$ cat src/hdl/sha384_pkg.sv
// SHA-384 shared types, constants and round functions
package sha384_pkg;

   localparam int unsigned ROUNDS      = 80;
   localparam int unsigned DIGEST_WORDS = 6;

   localparam logic [63:0] ROUND_K [0:79] = '{
      64'h428A2F98D728AE22, 64'h7137449123EF65CD, 64'hB5C0FBCFEC4D3B2F, 64'hE9B5DBA58189DBBC,
      64'h3956C25BF348B538, 64'h59F111F1B605D019, 64'h923F82A4AF194F9B, 64'hAB1C5ED5DA6D8118,
      64'hD807AA98A3030242, 64'h12835B0145706FBE, 64'h243185BE4EE4B28C, 64'h550C7DC3D5FFB4E2,
      64'h72BE5D74F27B896F, 64'h80DEB1FE3B1696B1, 64'h9BDC06A725C71235, 64'hC19BF174CF692694,
      64'hE49B69C19EF14AD2, 64'hEFBE4786384F25E3, 64'h0FC19DC68B8CD5B5, 64'h240CA1CC77AC9C65,
      64'h2DE92C6F592B0275, 64'h4A7484AA6EA6E483, 64'h5CB0A9DCBD41FBD4, 64'h76F988DA831153B5,
      64'h983E5152EE66DFAB, 64'hA831C66D2DB43210, 64'hB00327C898FB213F, 64'hBF597FC7BEEF0EE4,
      64'hC6E00BF33DA88FC2, 64'hD5A79147930AA725, 64'h06CA6351E003826F, 64'h142929670A0E6E70,
      64'h27B70A8546D22FFC, 64'h2E1B21385C26C926, 64'h4D2C6DFC5AC42AED, 64'h53380D139D95B3DF,
      64'h650A73548BAF63DE, 64'h766A0ABB3C77B2A8, 64'h81C2C92E47EDAEE6, 64'h92722C851482353B,
      64'hA2BFE8A14CF10364, 64'hA81A664BBC423001, 64'hC24B8B70D0F89791, 64'hC76C51A30654BE30,
      64'hD192E819D6EF5218, 64'hD69906245565A910, 64'hF40E35855771202A, 64'h106AA07032BBD1B8,
      64'h19A4C116B8D2D0C8, 64'h1E376C085141AB53, 64'h2748774CDF8EEB99, 64'h34B0BCB5E19B48A8,
      64'h391C0CB3C5C95A63, 64'h4ED8AA4AE3418ACB, 64'h5B9CCA4F7763E373, 64'h682E6FF3D6B2B8A3,
      64'h748F82EE5DEFB2FC, 64'h78A5636F43172F60, 64'h84C87814A1F0AB72, 64'h8CC702081A6439EC,
      64'h90BEFFFA23631E28, 64'hA4506CEBDE82BDE9, 64'hBEF9A3F7B2C67915, 64'hC67178F2E372532B,
      64'hCA273ECEEA26619C, 64'hD186B8C721C0C207, 64'hEADA7DD6CDE0EB1E, 64'hF57D4F7FEE6ED178,
      64'h06F067AA72176FBA, 64'h0A637DC5A2C898A6, 64'h113F9804BEF90DAE, 64'h1B710B35131C471B,
      64'h28DB77F523047D84, 64'h32CAAB7B40C72493, 64'h3C9EBE0A15C9BEBC, 64'h431D67C49C100D4C,
      64'h4CC5D4BECB3E42B6, 64'h597F299CFC657E2A, 64'h5FCB6FAB3AD6FAEC, 64'h6C44198C4A475817
   };

   localparam logic [63:0] INIT_HASH [0:7] = '{
      64'hCBBB9D5DC1059ED8, 64'h629A292A367CD507,
      64'h9159015A3070DD17, 64'h152FECD8F70E5939,
      64'h67332667FFC00B31, 64'h8EB44A8768581511,
      64'hDB0C2E0D64F98FA7, 64'h47B5481DBEFA4FA4
   };

   localparam logic [7:0] PAD_BYTE   = 8'h80;
   localparam logic [3:0] LEN_HI_POS = 4'd14;

   // word source for the buffer write
   typedef enum logic [1:0] {
      SRC_DATA  = 2'd0,
      SRC_ZERO  = 2'd1,
      SRC_LEN_H = 2'd2,
      SRC_LEN_L = 2'd3
   } word_src_type;

   typedef struct packed {
      logic         push;       // write a word into the buffer
      word_src_type src;
      logic         add_len;    // add byte count to bit length
      logic         start;      // begin compression
      logic         clear;      // return chain, fill, length to reset
   } dp_cmd_type;

   typedef struct packed {
      logic       busy;         // compression running
      logic [3:0] fill;
   } dp_status_type;

   function automatic logic [63:0] rotr(input logic [63:0] x, input int unsigned n);
      rotr = (x >> n) | (x << (64 - n));
   endfunction

   function automatic logic [63:0] sig0(input logic [63:0] y);
      sig0 = rotr(y, 1) ^ rotr(y, 8) ^ (y >> 7);
   endfunction

   function automatic logic [63:0] sig1(input logic [63:0] x);
      sig1 = rotr(x, 19) ^ rotr(x, 61) ^ (x >> 6);
   endfunction

   function automatic logic [63:0] bsig0(input logic [63:0] a);
      bsig0 = rotr(a, 28) ^ rotr(a, 34) ^ rotr(a, 39);
   endfunction

   function automatic logic [63:0] bsig1(input logic [63:0] e);
      bsig1 = rotr(e, 14) ^ rotr(e, 18) ^ rotr(e, 41);
   endfunction

endpackage

$ cat src/hdl/sha384_if.sv
// Valid/ready channel interfaces for the SHA-384 hasher
interface sha384_req_if;
   logic        valid;
   logic        ready;
   logic [63:0] data_word;
   logic [3:0]  valid_bytes;
   logic        final_word;
   modport source (output valid, data_word, valid_bytes, final_word, input ready);
   modport sink   (input valid, data_word, valid_bytes, final_word, output ready);
endinterface

interface sha384_rsp_if;
   logic        valid;
   logic        ready;
   logic [63:0] digest_word;
   logic [2:0]  digest_index;
   logic        digest_last;
   modport source (output valid, digest_word, digest_index, digest_last, input ready);
   modport sink   (input valid, digest_word, digest_index, digest_last, output ready);
endinterface

$ cat src/hdl/sha384_controller.sv
// SHA-384 controller: word intake, padding sequence and digest output
module sha384_controller (
   input  logic                        clock,
   input  logic                        reset,
   sha384_req_if.sink                  req,
   sha384_rsp_if.source                rsp,
   input  sha384_pkg::dp_status_type   status,
   input  logic [63:0]                 out_word,
   output sha384_pkg::dp_cmd_type      cmd,
   output logic [63:0]                 data_in,
   output logic [3:0]                  nbytes,
   output logic [2:0]                  out_sel
);

   typedef enum logic [5:0] {
      ST_IDLE  = 6'b000001,
      ST_HASH  = 6'b000010,
      ST_PAD80 = 6'b000100,
      ST_ZERO  = 6'b001000,
      ST_LEN   = 6'b010000,
      ST_OUT   = 6'b100000
   } state_type;

   state_type   state_ff, state_in;
   logic        fin_ff, fin_in;        // message ended: padding path
   logic        lenlo_ff, lenlo_in;    // high length word written
   logic        p80_ff, p80_in;        // pad byte word still owed after the compression
   logic [2:0]  idx_ff, idx_in;
   logic [63:0] pad_word;
   logic [3:0]  nb_sat;
   logic [63:0] keep;
   logic        acc, block_full;

   assign nb_sat = (req.valid_bytes > 4'd8) ? 4'd8 : req.valid_bytes;
   assign keep   = (nb_sat == 4'd0) ? 64'd0 : ~(64'hFFFF_FFFF_FFFF_FFFF >> {nb_sat, 3'd0});
   assign pad_word = (req.data_word & keep)
                   | ({sha384_pkg::PAD_BYTE, 56'd0} >> {nb_sat, 3'd0});

   assign req.ready  = (state_ff == ST_IDLE);
   assign acc        = req.valid && req.ready;
   assign block_full = (status.fill == 4'd15);

   assign rsp.valid        = (state_ff == ST_OUT);
   assign rsp.digest_word  = out_word;
   assign rsp.digest_index = idx_ff;
   assign rsp.digest_last  = (idx_ff == 3'(sha384_pkg::DIGEST_WORDS - 1));
   assign out_sel          = idx_ff;

   always_comb begin
      state_in = state_ff;
      fin_in   = fin_ff;
      lenlo_in = lenlo_ff;
      p80_in   = p80_ff;
      idx_in   = idx_ff;
      cmd      = '0;
      cmd.src  = sha384_pkg::SRC_DATA;
      data_in  = req.data_word;
      nbytes   = req.final_word ? nb_sat : 4'd8;
      case (state_ff)
         ST_IDLE: begin
            if (acc) begin
               cmd.push    = 1'b1;
               cmd.add_len = 1'b1;
               if (!req.final_word) begin
                  if (block_full) begin
                     cmd.start = 1'b1;
                     state_in  = ST_HASH;
                  end
               end else begin
                  fin_in = 1'b1;
                  if (nb_sat != 4'd8) begin
                     data_in = pad_word;
                  end
                  if (nb_sat == 4'd8) begin
                     cmd.start = block_full;
                     p80_in    = block_full;
                     state_in  = block_full ? ST_HASH : ST_PAD80;
                  end else if (block_full) begin
                     cmd.start = 1'b1;
                     state_in  = ST_HASH;
                  end else begin
                     state_in = (status.fill + 4'd1 == sha384_pkg::LEN_HI_POS) ? ST_LEN
                                                                              : ST_ZERO;
                  end
               end
            end
         end
         ST_HASH: begin
            if (!status.busy) begin
               if (!fin_ff) begin
                  state_in = ST_IDLE;
               end else if (lenlo_ff) begin
                  idx_in   = '0;
                  state_in = ST_OUT;
               end else if (p80_ff) begin
                  p80_in   = 1'b0;
                  state_in = ST_PAD80;
               end else begin
                  state_in = ST_ZERO;
               end
            end
         end
         ST_PAD80: begin
            cmd.push = 1'b1;
            data_in  = {sha384_pkg::PAD_BYTE, 56'd0};
            if (block_full) begin
               cmd.start = 1'b1;
               state_in  = ST_HASH;
            end else begin
               state_in = (status.fill + 4'd1 == sha384_pkg::LEN_HI_POS) ? ST_LEN : ST_ZERO;
            end
         end
         ST_ZERO: begin
            if (status.fill == sha384_pkg::LEN_HI_POS) begin
               state_in = ST_LEN;
            end else begin
               cmd.push = 1'b1;
               cmd.src  = sha384_pkg::SRC_ZERO;
               if (block_full) begin
                  cmd.start = 1'b1;
                  state_in  = ST_HASH;
               end
            end
         end
         ST_LEN: begin
            cmd.push = 1'b1;
            if (!lenlo_ff) begin
               cmd.src  = sha384_pkg::SRC_LEN_H;
               lenlo_in = 1'b1;
            end else begin
               cmd.src   = sha384_pkg::SRC_LEN_L;
               cmd.start = 1'b1;
               state_in  = ST_HASH;
            end
         end
         ST_OUT: begin
            if (rsp.ready) begin
               idx_in = idx_ff + 3'd1;
               if (rsp.digest_last) begin
                  cmd.clear = 1'b1;
                  fin_in    = 1'b0;
                  lenlo_in  = 1'b0;
                  p80_in    = 1'b0;
                  state_in  = ST_IDLE;
               end
            end
         end
         default: state_in = ST_IDLE;
      endcase
   end

   always_ff @(posedge clock) begin
      if (reset) begin
         state_ff <= ST_IDLE;
         fin_ff   <= 1'b0;
         lenlo_ff <= 1'b0;
         p80_ff   <= 1'b0;
         idx_ff   <= '0;
      end else begin
         state_ff <= state_in;
         fin_ff   <= fin_in;
         lenlo_ff <= lenlo_in;
         p80_ff   <= p80_in;
         idx_ff   <= idx_in;
      end
   end

`ifndef SYNTHESIS
   a_onehot: assert property (@(posedge clock) disable iff (reset)
      $onehot(state_ff)) else $error("state not one-hot");
   a_out_idx: assert property (@(posedge clock) disable iff (reset)
      rsp.valid |-> idx_ff < 3'(sha384_pkg::DIGEST_WORDS)) else $error("digest index");
   a_hold_out: assert property (@(posedge clock) disable iff (reset)
      rsp.valid && !rsp.ready |=> rsp.valid && $stable(idx_ff)) else $error("output dropped");
   a_len_fin: assert property (@(posedge clock) disable iff (reset)
      lenlo_ff |-> fin_ff) else $error("length written outside padding");
`endif

endmodule

$ cat src/flat_wrapper.sv
// flat-port wrapper written by rule: the top's interface ports become plain ports
module sha384_controller_flat 
  (clock, reset, status, out_word, cmd, data_in, nbytes, out_sel, req_valid, req_data_word, req_valid_bytes, req_final_word, req_ready, rsp_valid, rsp_digest_word, rsp_digest_index, rsp_digest_last, rsp_ready);
  sha384_req_if req_i ();
  sha384_rsp_if rsp_i ();
  input  logic clock;
  input  logic reset;
  input  sha384_pkg::dp_status_type status;
  input  logic [63:0] out_word;
  output sha384_pkg::dp_cmd_type cmd;
  output logic [63:0] data_in;
  output logic [3:0] nbytes;
  output logic [2:0] out_sel;
  input wire logic [$bits(req_i.valid)-1:0] req_valid;
  input wire logic [$bits(req_i.data_word)-1:0] req_data_word;
  input wire logic [$bits(req_i.valid_bytes)-1:0] req_valid_bytes;
  input wire logic [$bits(req_i.final_word)-1:0] req_final_word;
  output wire logic [$bits(req_i.ready)-1:0] req_ready;
  output wire logic [$bits(rsp_i.valid)-1:0] rsp_valid;
  output wire logic [$bits(rsp_i.digest_word)-1:0] rsp_digest_word;
  output wire logic [$bits(rsp_i.digest_index)-1:0] rsp_digest_index;
  output wire logic [$bits(rsp_i.digest_last)-1:0] rsp_digest_last;
  input wire logic [$bits(rsp_i.ready)-1:0] rsp_ready;
  assign req_i.valid = req_valid;
  assign req_i.data_word = req_data_word;
  assign req_i.valid_bytes = req_valid_bytes;
  assign req_i.final_word = req_final_word;
  assign req_ready = req_i.ready;
  assign rsp_valid = rsp_i.valid;
  assign rsp_digest_word = rsp_i.digest_word;
  assign rsp_digest_index = rsp_i.digest_index;
  assign rsp_digest_last = rsp_i.digest_last;
  assign rsp_i.ready = rsp_ready;
  sha384_controller u_core (.clock(clock), .reset(reset), .req(req_i), .rsp(rsp_i), .status(status), .out_word(out_word), .cmd(cmd), .data_in(data_in), .nbytes(nbytes), .out_sel(out_sel));
endmodule
$ cat config.mk
export PLATFORM = sky130hd
export DESIGN_NAME = sha384_controller_flat
export DESIGN_NICKNAME = d
export VERILOG_FILES = /design/src/hdl/sha384_pkg.sv /design/src/hdl/sha384_if.sv /design/src/hdl/sha384_controller.sv /design/src/flat_wrapper.sv
export SDC_FILE = /design/constraint.sdc
export NUM_CORES = 1
export LEC_CHECK = 0
export BUFFER_PORTS_ARGS = -buffer_cell sky130_fd_sc_hd__buf_2
export CAP_MARGIN = 5
export CORE_AREA = 2 2 112 114
export DETAILED_ROUTE_END_ITERATION = 10
export DIE_AREA = 0 0 114 116
export GPL_TIMING_DRIVEN = 1
export MAX_ROUTING_LAYER = met4
export SLEW_MARGIN = 20
export SYNTH_ARGS = -nofsm -noshare
export SYNTH_HDL_FRONTEND = slang
export SYNTH_SLANG_ARGS = --single-unit
$ cat constraint.sdc
create_clock -name clock -period 2.7 [get_ports clock]
set_input_delay 0.405 -clock clock [delete_from_list [all_inputs] [get_ports clock]]
set_output_delay 0.405 -clock clock [all_outputs]
set_load 0.02 [all_outputs]
==> results.yml, run 1 <==
run_status:
  status: "completed"
sta:
  hold-worst-slack_ns: 0.488
  worst-slew-pin-transition_ns: 0.500
  post-route-min-period_ns: 2.60
  skew_ns: 0.00373
  final-hold-violation-count: 0
  slew_viol_final: 0
  fin_crit_sh_pct: 96.3
  max_slew_margin_pct: 66.7
  max_freq_mhz: 385
  fin_tns_setup_ns: 0
  setup_viol: 0
critical_path:
  required_ns: 2.30
  crit_arrival_ns: 2.20
  crit_chain: "nor4_4, nand3b_1, a2111oi_1, buf_4, a32o_1, buf_2"
  start_kind: "register"
  crit_type: "register to primary output"
  worstSetupEndpointType: "primary output"
  crit_slowest_cell: "a2111oi_1"
  path_max_fanout: 8
  max_stage_delay_ns: 0.44
grt:
  grtUsageMet2_pct: 20.4
  grt_pass1_wl_mm: 11.6
  use_met1_pct: 14.0
  top_usage_layer: "met2"
  use_met3_pct: 3.87
  antenna_found_initial: 0
  grt_overflow: 0
  grt_usage_pct: 11.9
  grt_pass1_vias: 1962
  grt_max_degree: 16
place:
  port_buffers: 160
  dp_cells: 517
  dpl.hpwl_mm: 7.69
  place_congestion: 0.819
pwr:
  swShare_pct: 41.3
  cellInternalPower_uw: 685
  power_frac_clock_pct: 26.2
  p_leak_uw: 0.00133
  power.net_switching_uw: 481
  sequentialPowerShare_pct: 18.4
  ir_drop_v: 0.000238
  power_density_nw_per_um2: 437
  pwr-share-comb_pct: 55.4
cts:
  cts_tree: "built"
  cts_buffer_depth: 2
  worstSkewPairLatency_ns: 0.24
  cts_buffers: 3
  htree_levels: 1
  ctsHoldBuffers: 0
  clockRootBuffer: "clkbuf_16"
  clk_pin_slew_ns: 0.05
  cts_sinks: 12
synthesis:
  netlist-cell-type-count: 54
  synth-main-ff-cell: "dfxtp_1"
  syn_inst: 280
  synth_edf_count: 0
  synth_area_um2: 2020
  ys_seq_area_share_pct: 11.9
  synthArstFlopShare_pct: 0
  syn-num-nets: 424
  postSynthAreaPerCell_um2: 7.23
  ys_seq_elements: 12
  yosysWarnings: 0
floorplan:
  ioPinCount: 289
  core-area_um2: 11900
  die_w_um: 114
  fp.dieH_um: 116
  row_count: 40
  initial_core_util_pct: 17.0
  dieArea_um2: 13200
final_layout:
  n_antenna_cell: 0
  finalNonFillerCells: 527
  fin_nets: 525
  layout-drive-gt1-share_pct: 51.1
  final_util_pct: 22.4
  areaGrowthSynthToFinish_pct: 32.0
drt:
  ant_nets: 0
  drt-wirelength-per-cell_um: 16.7
  drt_first_iter_violations: 132
  num_vias: 2270
  drt_pass1_iterations: 4
  routed_wl_mm: 8.81
  drc: 0
  avgViaCountPerCell: 4.31
flow_run:
  max_cap_violations: 0
worst_hold_path:
  hold_path.class: "register to register"
-- final timing paths --
check | startpoint | to | slack (ns) | cells past startpoint
hold reg to reg | u_core.p80_ff | u_core.state_ff[2] | 0.49 | 2
setup / recovery | u_core.state_ff[4] | data_in[15] | 0.1 | 6
setup reg to reg | u_core.state_ff[4] | u_core.out_sel[1] | 0.42 | 6
hold / removal | u_core.p80_ff | u_core.state_ff[2] | 0.49 | 2
-- power groups by stage --
stage	Combinational, uW	Clock [uW]	Sequential (uW)
after global placement	620	0	213
after CTS	625	305	210
after global routing	700	318	218
final	647	306	214
after detailed placement	622	0	213
after floorplan	541	0	195
-- stage by stage --
stage / area, um2 / power, uW / worst slack [ns]
2_1_floorplan: 2020 / 736 / 0.414
3_3_place_gp: 2510 / 833 / 0.112
3_5_place_dp: 2510 / 836 / 0.116
4_1_cts: 2600 / 1140 / 0.00193
5_1_grt: 2670 / 1240 / -0.0275
6_report: 2670 / 1170 / 0.0993
-- what timing repair did --
item,4_1_cts,5_1_grt
setup endpoints to repair,15,28
pin swaps,0,3
buffers inserted,0,6
gates cloned,0,0
endpoints found under the hold margin,0,0
gates resized for setup,1,9
-- registers in the layout, summed over array words and instances, names as in the netlist --
| register | flops |
|---|---|
| u_core.state_ff | 6 |
| u_core.out_sel | 3 |
| u_core.fin_ff | 1 |
| u_core.lenlo_ff | 1 |
| u_core.p80_ff | 1 |
-- logic make-up (layout without fill, tap and decap cells) --
logic type	after synthesis	in the layout	synth area share, %
AO/OA/AOI/OAI	35	35	13.7
XOR/XNOR	2	2	0.865
adder cells (fa/ha/maj)	2	2	1.24
buffers and inverters	88	188	29.4
flip-flops	12	12	11.9
multiplexers	3	3	1.73
AND/OR/NAND/NOR	138	138	41.3
-- cell type report --
class | count | area [um2]
Clock buffer | 4 | 88.8
Inverter | 11 | 41.3
Multi-Input combinational cell | 180 | 1210
Fill cell | 1374 | 9240
Tap cell | 147 | 184
Sequential cell | 12 | 244
Timing Repair Buffer | 173 | 902
-- cells in the mapped netlist (3+ instances only) --
library cell	instances	area share, %
a32o_1	4	2.0
nor2b_1	5	1.5
nor3_1	4	0.99
nor2_1	15	2.8
o21ai_0	4	0.99
dfxtp_1	12	12
a21oi_1	8	2.0
and3_1	11	3.4
nor4_1	3	0.93
nand2_1	12	2.2
buf_4	67	25
nand3_1	7	1.7
clkbuf_1	5	0.93
and2_1	53	16
buf_2	4	0.99
nand2b_1	4	1.2
inv_1	8	1.5
nand4_1	7	2.2
-- routing by layer --
layer  up-vias  wire, um
li1       1096         -
met1      1014      3460
met2       150      4350
met3        10       967
met4         0        26
met5         -         0
-- worst max-delay path, delay by kind of cell (launching register included) --
kind / cells / cell delay (ns)
compound gates: 2 / 0.60
buf+inv: 2 / 0.35
flops: 1 / 0.39
simple gates: 2 / 0.60
-- placed cells by master, fill, tap and decap left out, types with 2 or more instances in the layout --
cell,Yosys,layout
and3_1,11,11
nand2b_1,4,4
dfxtp_1,12,9
a31oi_1,2,2
mux2i_1,2,2
nor3_1,4,4
nand3b_1,2,2
nand3_1,7,7
nor2b_1,5,4
nor4_1,3,3
nor3b_1,2,2
o21ai_0,4,4
inv_1,8,8
o32ai_1,2,2
o41a_1,2,2
inv_2,2,2
nor4_4,1,2
ha_1,2,2
clkbuf_16,0,3
or4_1,2,2
dfxtp_2,0,3
buf_4,67,12
a21oi_1,8,8
a22o_1,2,2
nand2_1,12,12
nand4_1,7,7
and2_1,53,53
nor2_1,15,14
buf_2,4,160
a32o_1,4,4
(Power assumes the default switching activity.)
==> run 2: changes to the inputs <==
--- a/config.mk
+++ b/config.mk
@@ -10,8 +10,10 @@
 export CORE_AREA = 2 2 112 114
 export DETAILED_ROUTE_END_ITERATION = 10
 export DIE_AREA = 0 0 114 116
+export GPL_ROUTABILITY_DRIVEN = 1
 export GPL_TIMING_DRIVEN = 1
 export MAX_ROUTING_LAYER = met4
+export RECOVER_POWER = 25
 export SLEW_MARGIN = 20
 export SYNTH_ARGS = -nofsm -noshare
 export SYNTH_HDL_FRONTEND = slang
==> constraint.sdc (replaced) <==
create_clock -name clock -period 3.04 [get_ports clock]
set_input_delay 0.456 -clock clock [delete_from_list [all_inputs] [get_ports clock]]
set_output_delay 0.456 -clock clock [all_outputs]
set_load 0.02 [all_outputs]
==> run 2 against run 1 <==
Final area decreased by 3.8%. Die area unchanged. Via count increased by 0.18%. Count of clock-buffer cells in the layout unchanged. Worst setup slack improved by 0.19 ns. First-iteration DRC count increased by 50%. Cell count decreased by 1.7%. Routed wire length increased by 0.16%. Flip-flop and latch count unchanged. Sequential share of layout area increased by 0.21 points. Register-to-register slack improved by 0.44 ns. Global-route usage increased by 0.28 points. Critical endpoint is now data_in[47].
==> results.yml, run 2 (synthesized netlist as in run 1, its figures left out) <==
drt:
  routed_wl_mm: 8.83
  avgViaCountPerCell: 4.39
  num_vias: 2274
  drt_pass1_iterations: 4
  drt_first_iter_violations: 198
  ant_nets: 0
  drt-wirelength-per-cell_um: 17.0
  drc: 0
sta:
  post-route-min-period_ns: 2.75
  skew_ns: 0.00671
  max_freq_mhz: 364
  slew_viol_final: 0
  setup_viol: 0
  final-hold-violation-count: 0
  hold-worst-slack_ns: 0.481
  fin_crit_sh_pct: 90.3
  worst-slew-pin-transition_ns: 0.583
  max_slew_margin_pct: 61.1
  fin_tns_setup_ns: 0
  rsz0062_at_grt: "false"
place:
  port_buffers: 160
  dpl.hpwl_mm: 7.68
  place_congestion: 0.897
  placed_cell_area_um2: 2480
  dp_cells: 513
grt:
  grt_usage_pct: 12.1
  grt_max_degree: 16
  grt_pass1_vias: 2027
  grt_pass1_wl_mm: 12.0
  antenna_found_initial: 1
  grt_overflow: 0
final_layout:
  nFillCells: 1369
  layout_commonest_cell: "buf_2"
  seq_area_um2: 240
  fin_nets: 515
  areaGrowthSynthToFinish_pct: 26.9
  regMostFlops: "u_core.state_ff"
  finalNonFillerCells: 518
  mostFrequentLayoutCells: "buf_2 (160), and2_1 (53), nor2_1 (15), nand2_1 (12), dfxtp_1 (12)"
  largest_register_ffs: 6
  layout-drive-gt1-share_pct: 48.1
  multi_input_area_um2: 1190
  final_area_um2: 2570
critical_path:
  max_stage_delay_ns: 0.50
  crit_type: "register to primary output"
  crit_slowest_cell: "o41a_1"
  critPathTopFamily: "compound AO/OA/AOI/OAI gates"
  required_ns: 2.58
  reg2reg_depth: 5
  crit_arrival_ns: 2.29
  cp_num_cells: 5
  crit_chain: "nor4_4, nand4_1, o41a_1, a22o_1, buf_2"
  start_kind: "register"
  path_max_fanout: 10
  path_buf_inv: 1
  worstSetupEndpointType: "primary output"
cts:
  clockRootBuffer: "clkbuf_16"
  cts_buffer_depth: 2
  clk_pin_slew_ns: 0.05
  cts_resized: 0
  cts_tree: "built"
  cts_sinks: 12
  cts_buffers: 3
  ctsHoldBuffers: 0
  htree_levels: 1
  worstSkewPairLatency_ns: 0.25
  cts_setup_buffers: 0
pwr:
  p_leak_uw: 0.00128
  ir_drop_v: 0.000284
  power_density_nw_per_um2: 387
floorplan:
  fp.dieH_um: 116
  die_w_um: 114
  core-area_um2: 11900
  initial_core_util_pct: 17.0
  ioPinCount: 289
  dieArea_um2: 13200
  row_count: 40
run_status:
  status: "completed"
flow_run:
  max_cap_violations: 0
worst_hold_path:
  hold_path.class: "register to register"
  worstHoldPathCells: 2
run 2: cell count changes in the layout (fill, tap and decap cells not counted), sizes merged:
cell   before  now
diode       0    1
buf       173  163
run 2: tightest hold or removal path, cell delays in order, from the launching register on:
cell     delay, ns
dfxtp_1       0.32
nand2_1       0.06
a21oi_1       0.05
run 2: worst paths after layout:
| path | startpoint | endpoint | slack [ns] |
|---|---|---|---|
| setup / recovery | u_core.state_ff[2] | data_in[47] | 0.29 |
| setup reg to reg | u_core.state_ff[0] | u_core.p80_ff | 0.86 |
| hold / removal | u_core.p80_ff | u_core.state_ff[2] | 0.48 |
| hold reg to reg | u_core.p80_ff | u_core.state_ff[2] | 0.48 |
run 2: per-layer routing:
metal,GRT usage [%],part of all wire (%)
met1,13.9,36
met3,4.08,12
met5,-,0
met4,1.46,0.41
met2,21.3,51
run 2: where the power goes:
| part | switching (uW) | leakage (uW) | internal, uW |
|---|---|---|---|
| Combinational | 323 | 0.00114 | 210 |
| Clock | 73.5 | 0.0000442 | 199 |
| Sequential | 21.8 | 0.0000972 | 167 |
| Total | 419 | 0.00128 | 576 |
run 2: area by class of cell:
type                       count  share of cell area (%)
inverter                      11                    1.61
multi-input combinational    180                    46.3
timing repair buffer         163                    32.0
tap                          147                    7.16
sequential                    12                    9.35
clock buffer                   4                    3.46
antenna                        1                  0.0974
run 2: through the flow:
step           total power (uW)  worst slack (ns)  util [%]
6_report                    995             0.294      21.6
5_1_grt                    1050            0.0756      21.6
4_1_cts                     999             0.320      21.6
3_5_place_dp                724             0.455      20.8
3_3_place_gp                725             0.549      20.8
2_1_floorplan               654             0.703         -
